<file path="config.mk">
export PLATFORM = sky130hd
export DESIGN_NAME = crfab_blend_unit
export DESIGN_NICKNAME = d
export VERILOG_FILES = /design/src/rtl/crfab_pkg.sv /design/src/rtl/crfab_blend_unit.sv
export SDC_FILE = /design/constraint.sdc
export NUM_CORES = 1
export LEC_CHECK = 0
export BUFFER_PORTS_ARGS = -buffer_cell sky130_fd_sc_hd__buf_2
export CAP_MARGIN = 20
export CORE_MARGIN = 3
export CORE_UTILIZATION = 55
export DETAILED_ROUTE_END_ITERATION = 10
export PLACE_DENSITY = 0.89
export SLEW_MARGIN = 10
export SYNTH_ARGS = -nofsm -noshare
export SYNTH_HDL_FRONTEND = slang
export SYNTH_SLANG_ARGS = --single-unit
</file>
<file path="constraint.sdc">
create_clock -name vclk -period 18.3
set_clock_uncertainty 0.1 [all_clocks]
set_input_delay 2.745 -clock vclk [all_inputs]
set_output_delay 2.745 -clock vclk [all_outputs]
set_load 0.02 [all_outputs]
</file>
<file path="src/rtl/crfab_pkg.sv">
package crfab_pkg;

	localparam int DEF_FB_WIDTH  = 128;
	localparam int DEF_FB_HEIGHT = 128;

	localparam int PIX_W   = 32;
	localparam int CNT_W   = 15;
	localparam int CFG_W   = 32;
	localparam int CFG_IDX_W = 2;

	localparam logic [31:0] FILL_COLOR_RST = 32'hFF00_0000;
	localparam logic [7:0]  ACTIVE_W_RST   = 8'd128;
	localparam logic [7:0]  ACTIVE_H_RST   = 8'd128;
	localparam logic [7:0]  ALPHA_ONE      = 8'd255;

	typedef enum logic [1:0] {
		CMD_CLEAR = 2'd0,
		CMD_FILL  = 2'd1,
		CMD_READ  = 2'd2,
		CMD_NONE  = 2'd3
	} cmd_t;

	typedef enum logic [CFG_IDX_W-1:0] {
		REG_FILL_COLOR    = 2'd0,
		REG_BLEND_MODE    = 2'd1,
		REG_ACTIVE_WIDTH  = 2'd2,
		REG_ACTIVE_HEIGHT = 2'd3
	} cfg_idx_t;

	typedef enum logic [1:0] {
		CH_R = 2'd0,
		CH_G = 2'd1,
		CH_B = 2'd2
	} chan_t;

	typedef struct packed {
		cmd_t               cmd;
		logic signed [15:0] x_pos;
		logic signed [15:0] y_pos;
		logic signed [15:0] rect_width;
		logic signed [15:0] rect_height;
		logic [31:0]        clear_color;
	} item_t;

	typedef struct packed {
		logic [31:0]      read_color;
		logic [CNT_W-1:0] pixels_written;
	} result_t;

	// operands of the shared channel blend unit
	typedef struct packed {
		logic [PIX_W-1:0] src;
		logic [PIX_W-1:0] dst;
		chan_t            ch;
	} blend_op_t;

endpackage

</file>
<file path="src/rtl/crfab_blend_unit.sv">
module crfab_blend_unit import crfab_pkg::*; (
	input  blend_op_t  op,
	output logic [7:0] chan
);

	logic [7:0]  a;
	logic [7:0]  na;
	logic [7:0]  s;
	logic [7:0]  d;
	logic [15:0] v;
	logic [16:0] q;

	always_comb begin
		a  = op.src[31:24];
		na = ALPHA_ONE - a;
		unique case (op.ch)
			CH_R: begin
				s = op.src[7:0];
				d = op.dst[7:0];
			end
			CH_G: begin
				s = op.src[15:8];
				d = op.dst[15:8];
			end
			CH_B: begin
				s = op.src[23:16];
				d = op.dst[23:16];
			end
			default: begin
				s = '0;
				d = '0;
			end
		endcase
		v = ({8'b0, d} * {8'b0, na}) + ({8'b0, s} * {8'b0, a});
		// exact floor(v / 255) for any v up to 65025, the largest value v takes here
		q = 17'(v) + 17'd1 + 17'(v[15:8]);
		chan = q[15:8];
	end

endmodule
</file>
# --- After elaboration in Yosys (flattened, before gate mapping) ---
# Index checks and enable logic that the tools add are counted.
op_classes:
  add_sub_neg: 4
  mul: 2
  eq_ne: 2
  n_mux: 2
  reduce_logical: 1
ops:
  columns: ["cell", "n"]
  rows:
  - ["$pmux W8 S3", 2]
  - ["$mul A8 B8 Y16", 2]
  - ["$add A16 B1 Y16 const B", 1]
  - ["$add A16 B16 Y16", 1]
  - ["$add A16 B8 Y16", 1]
  - ["$sub A8 B8 Y8 const A", 1]
  - ["$eq A2 B1 Y1 const B", 1]
  - ["$eq A2 B2 Y1 const B", 1]
  - ["$logic_not A2 Y1", 1]
totals:
  reg_bits: 0
  input_bits: 66
  wordCells: 11

# --- Depth between registers and ports, before layout ---
depth:
  word_depth: 6
  mapped_depth: 35
  mapped_depth_nobuf: 32

# --- Worst setup path before layout ---
# OpenSTA, ideal clock, no wires.
synth_timing:
  path_kind: "in2out"
  startpoint: "input port op[0] (netlist bit)"
  endpoint: "output port chan[2]"
  arrival_ns: 9.832
  required_ns: 15.455
  slack_ns: 5.623
  stages: 30
  n_path_buf: 2
  path_cell_list: "buf_4 -> buf_2 -> mux2i_1 -> nor2_1 -> a21oi_1 -> or2_2 -> fa_1 -> fa_1 -> inv_1 -> fa_1 -> fa_1 -> fa_1 -> inv_1 -> fa_1 -> inv_1 -> ha_1 -> o211ai_1 -> a21oi_2 -> o21ai_2 -> o21ai_0 -> a21oi_1 -> xnor2_1 -> ha_1 -> nand4_1 -> o21ai_2 -> a21oi_1 -> maj3_2 -> a211oi_2 -> nand3_1 -> xnor2_1"
synth_via:
  elab_chain_cells: 6
  word_cells_on_any_way: 10
synth_rtl:
  columns: ["element", "line_no", "rtl"]
  rows:
  - ["start: declaration", "crfab_blend_unit.sv:2", "input blend_op_t op,"]
  - ["$eq A2 B2 Y1 (tied with other cells)", "crfab_blend_unit.sv:16", "unique case (op.ch)"]
  - ["$pmux W8 S3", "crfab_blend_unit.sv:16", null]
  - ["$mul A8 B8 Y16", "crfab_blend_unit.sv:34", "v = ({8'b0, d} * {8'b0, na}) + ({8'b0, s} * {8'b0, a});"]
  - ["$add A16 B16 Y16 (*)", "crfab_blend_unit.sv:34", null]
  - ["$add A16 B1 Y16", "crfab_blend_unit.sv:36", "q = 17'(v) + 17'd1 + 17'(v[15:8]);"]
  - ["$add A16 B8 Y16 (*)", "crfab_blend_unit.sv:36", null]
  - ["end: declaration", "crfab_blend_unit.sv:3", "output logic [7:0] chan"]
# Every way passes the cells marked *; elsewhere a longest branch is shown, timed or not.

# --- Worst setup path in the final report ---
layout_timing:
  startpoint: "input port op[0] (netlist bit)"
  endpoint: "output port chan[4]"
# The elaborated chain is that of the path after synthesis.

==> qor_table.md <==
| Group | Quantity | Reported |
|---|---|---|
| routing | Pre-antenna DRT Iters | 4 |
| timing | Share of the clock period used by the worst path after layout | 0.751 |
| timing | Achievable frequency | 72.8 MHz |
| floorplan | Full die area | 10500 um^2 |
| worst setup path | Critical-path cell with the highest stage delay | a21oi_1 |
| routing | Drt wl/cell | 16.0 um |
| final layout | Antenna cells | 0 |
| floorplan | Initial cell density of the core | 0.576 |
| yosys | Mapped cell area | 5120 um^2 |
| grt | Vias in the first global route | 4757 |
| routing | Vias per cell | 5.58 |
| timing | Final number of setup-violating endpoints | 0 |
| timing | Time the worst path needs with I/O delays and setup | 13.74 ns |
| yosys | Main combinational cell family by area after synthesis | adder cells |
| yosys | Cell count after synthesis | 601 |
| yosys | Compound-cell area share of the yosys netlist | 0.0804 |
| routing | Iteration-0 DRC count of the detailed router | 286 |
| worst setup path | Startpoint class of the critical path | input pin |
| job | Total of max-cap violations | 0 |
| routing | DRC violation count after routing | 0 |
| timing | Relative slew slack | 0.331 |
| worst setup path | Critical path data required time | 15.45 ns |
| grt | Total global-route track usage | 0.245 |
| floorplan | Cell row count | 34 |
| yosys | Avg Cell Area, Syn | 8.52 um^2 |
| yosys | Unique masters post-synth | 42 |
| final layout | Fillers | 728 |
| yosys | XOR/XNOR share of the synthesized area | 0.0442 |
| routing | Wire length on met1 | 4.41 mm |
| run status | Status | complete, no violations |
| placed design | Count of input and output buffers | 66 |
| yosys | Share of cell area taken by muxes after synthesis | 0.0352 |
| grt | Antenna violations before repair | 0 |
| yosys | Syn nets | 831 |
| grt | Global-route congestion overflow total | 0 |
| yosys | Synthesized-area fraction occupied by and/or/nand/nor cells | 0.175 |
| worst setup path | Peak fanout along the critical path | 17 |
| yosys | Post-synthesis share of cell area spent on full adders, half adders and majority gates | 0.544 |
| floorplan | Width of the die | 102 um |
| final layout | Flip-flop and latch count | 0 |
| floorplan | Vertical die dimension | 102 um |
| timing | Measured slew at the worst slew-check pin | 0.992 ns |
| final layout | Sequential Area | 0 um^2 |
| worst setup path | Slowest Stage Delay on Critical Path | 0.70 ns |
| timing | Final hold vios | 0 |
| grt | Global-route wire length before repair | 20.8 mm |
| final layout | Area growth syn-to-layout | 7.65% |
| final layout | Number of clock buffers in the layout | 0 |
| yosys | Sequential fraction of the synthesis area | 0 |
| placed design | Inst Count DP | 761 |
| clock network | Post-CTS setup buffer count | 0 |
| clock network | Post-CTS sizing | 0 |
| placed design | Detail Placement HPWL | 10.3 mm |
| clock network | Quantity of hold-fixing buffers added after cts | 0 |
| worst setup path | Worst Path Class, Setup | input pin to output port |
| floorplan | CORE AREA | 8890 um^2 |
| placed design | Routability-driven placement congestion ratio | 0.898 |
| floorplan | I/O pin total | 74 |
| worst setup path | Worst Setup End Kind | output port |
| routing | Top Metal Used | met4 |
| routing | Routed wire length | 12.2 mm |
| yosys | YS warnings | 0 |
| timing | Setup TNS | 0 ns |
| worst setup path | Crit path arrival time | 10.89 ns |
| final layout | # nets final | 886 |
| worst setup path | CP most frequent cell | fa_1 |
| routing | Routed vias | 4255 |
| timing | RSZ-0062 raised after global routing | no |
| final layout | Post-layout instance count excluding filler cells | 762 |
| routing | Detailed-routed wire length on met3 | 739 um |
| hold path | Number of instances on the worst hold path | 7 |
| routing | Met2 WL post-DR | 6.77 mm |
| final layout | Ratio of cells with drive above 1 in the final layout | 0.138 |
| grt | Maximum number of pins on one net before global-route repair | 20 |
| hold path | Path category of the worst min-delay check | input pin to output port |
| routing | ANT nets after route | 0 |
| timing | Pins over their slew limit | 0 |
-- metrics by stage --
step | utilization | setup slack, ns | instance area, um^2 | hold WS (ns)
finish | 0.620 | 4.56 | 5510 | 6.60
global route | 0.620 | 4.17 | 5510 | 6.69
CTS | 0.619 | 4.55 | 5510 | 6.64
detailed placement | 0.619 | 4.61 | 5510 | 6.63
global placement | 0.619 | 4.78 | 5500 | 6.54
floorplan | - | 5.62 | 5120 | 6.09
-- Yosys cell counts --
master / instances / share of area
a311o_2: 1 / 0.0022
maj3_2: 1 / 0.0022
a211oi_1: 1 / 0.0015
buf_4: 1 / 0.0015
nor4bb_1: 1 / 0.0020
nor2b_1: 5 / 0.0061
xor2_1: 6 / 0.010
nand4_1: 3 / 0.0037
nand2b_1: 22 / 0.027
o2bb2ai_4: 1 / 0.0054
nor2b_4: 1 / 0.0027
a21o_1: 6 / 0.0088
buf_2: 1 / 0.00098
o21ai_0: 9 / 0.0088
or3_1: 1 / 0.0012
o211ai_1: 4 / 0.0059
inv_1: 142 / 0.10
clkbuf_1: 10 / 0.0073
o21a_1: 2 / 0.0029
nand2_1: 40 / 0.029
fa_1: 96 / 0.38
conb_1: 1 / 0.00073
a211oi_2: 1 / 0.0024
xnor2_2: 1 / 0.0032
xnor2_1: 18 / 0.031
o221ai_1: 1 / 0.0017
a21oi_1: 18 / 0.018
a41o_1: 1 / 0.0020
o2bb2ai_2: 1 / 0.0029
o21ai_2: 2 / 0.0034
nand3_1: 6 / 0.0059
nor3_1: 2 / 0.0020
a21oi_2: 3 / 0.0051
o32ai_2: 1 / 0.0032
nor2_1: 44 / 0.032
mux2i_1: 18 / 0.035
o21ai_1: 5 / 0.0049
or2_2: 9 / 0.011
ha_1: 68 / 0.17
buf_6: 3 / 0.0066
o2111ai_1: 1 / 0.0017
and2_1: 43 / 0.053
-- path summary, 6_finish.rpt --
path,startpoint,to,slack (ns)
setup / recovery,op[0],chan[4],4.56
hold / removal,op[58],chan[1],6.60
-- layout by cell type, fill, tap and decap left out, drive strengths merged, types with 9 or more instances in the layout --
master,n
inv,142
fa,96
ha,68
buf,68
nor2,44
and2,43
nand2,40
nand2b,22
a21oi,21
xnor2,19
mux2i,18
o21ai,16
or2,9
-- logic make-up after synthesis --
| logic type | after synthesis |
|---|---|
| xor+xnor | 25 |
| mux | 18 |
| other cells | 1 |
| compound gates | 58 |
| buf+inv | 157 |
| fa+ha+maj | 165 |
| simple gates | 177 |
-- routing by layer --
layer | GRT usage | vias up
li1 | - | 1938
met1 | 0.296 | 2131
met2 | 0.468 | 157
met3 | 0.0196 | 29
met4 | 0.0605 | 0
met5 | 0 | -
-- critical path: cells and delay by family --
family / cells / cell delay (ns)
fa+ha+maj: 9 / 3.88
compound gates: 9 / 2.09
buf+inv: 5 / 0.75
simple gates: 4 / 0.62
xor+xnor: 2 / 0.53
mux: 1 / 0.25
-- cell type report --
type | count | area, um^2 | share of cell area
inverters | 142 | 533 | 0.0967
multi-input cells | 444 | 4500 | 0.817
well taps | 108 | 135 | 0.0245
repair buffers | 68 | 340 | 0.0617
Power is left out: the tool's default activity adds up to more than one toggle a clock period on the data nets, which glitch-free logic cannot reach.
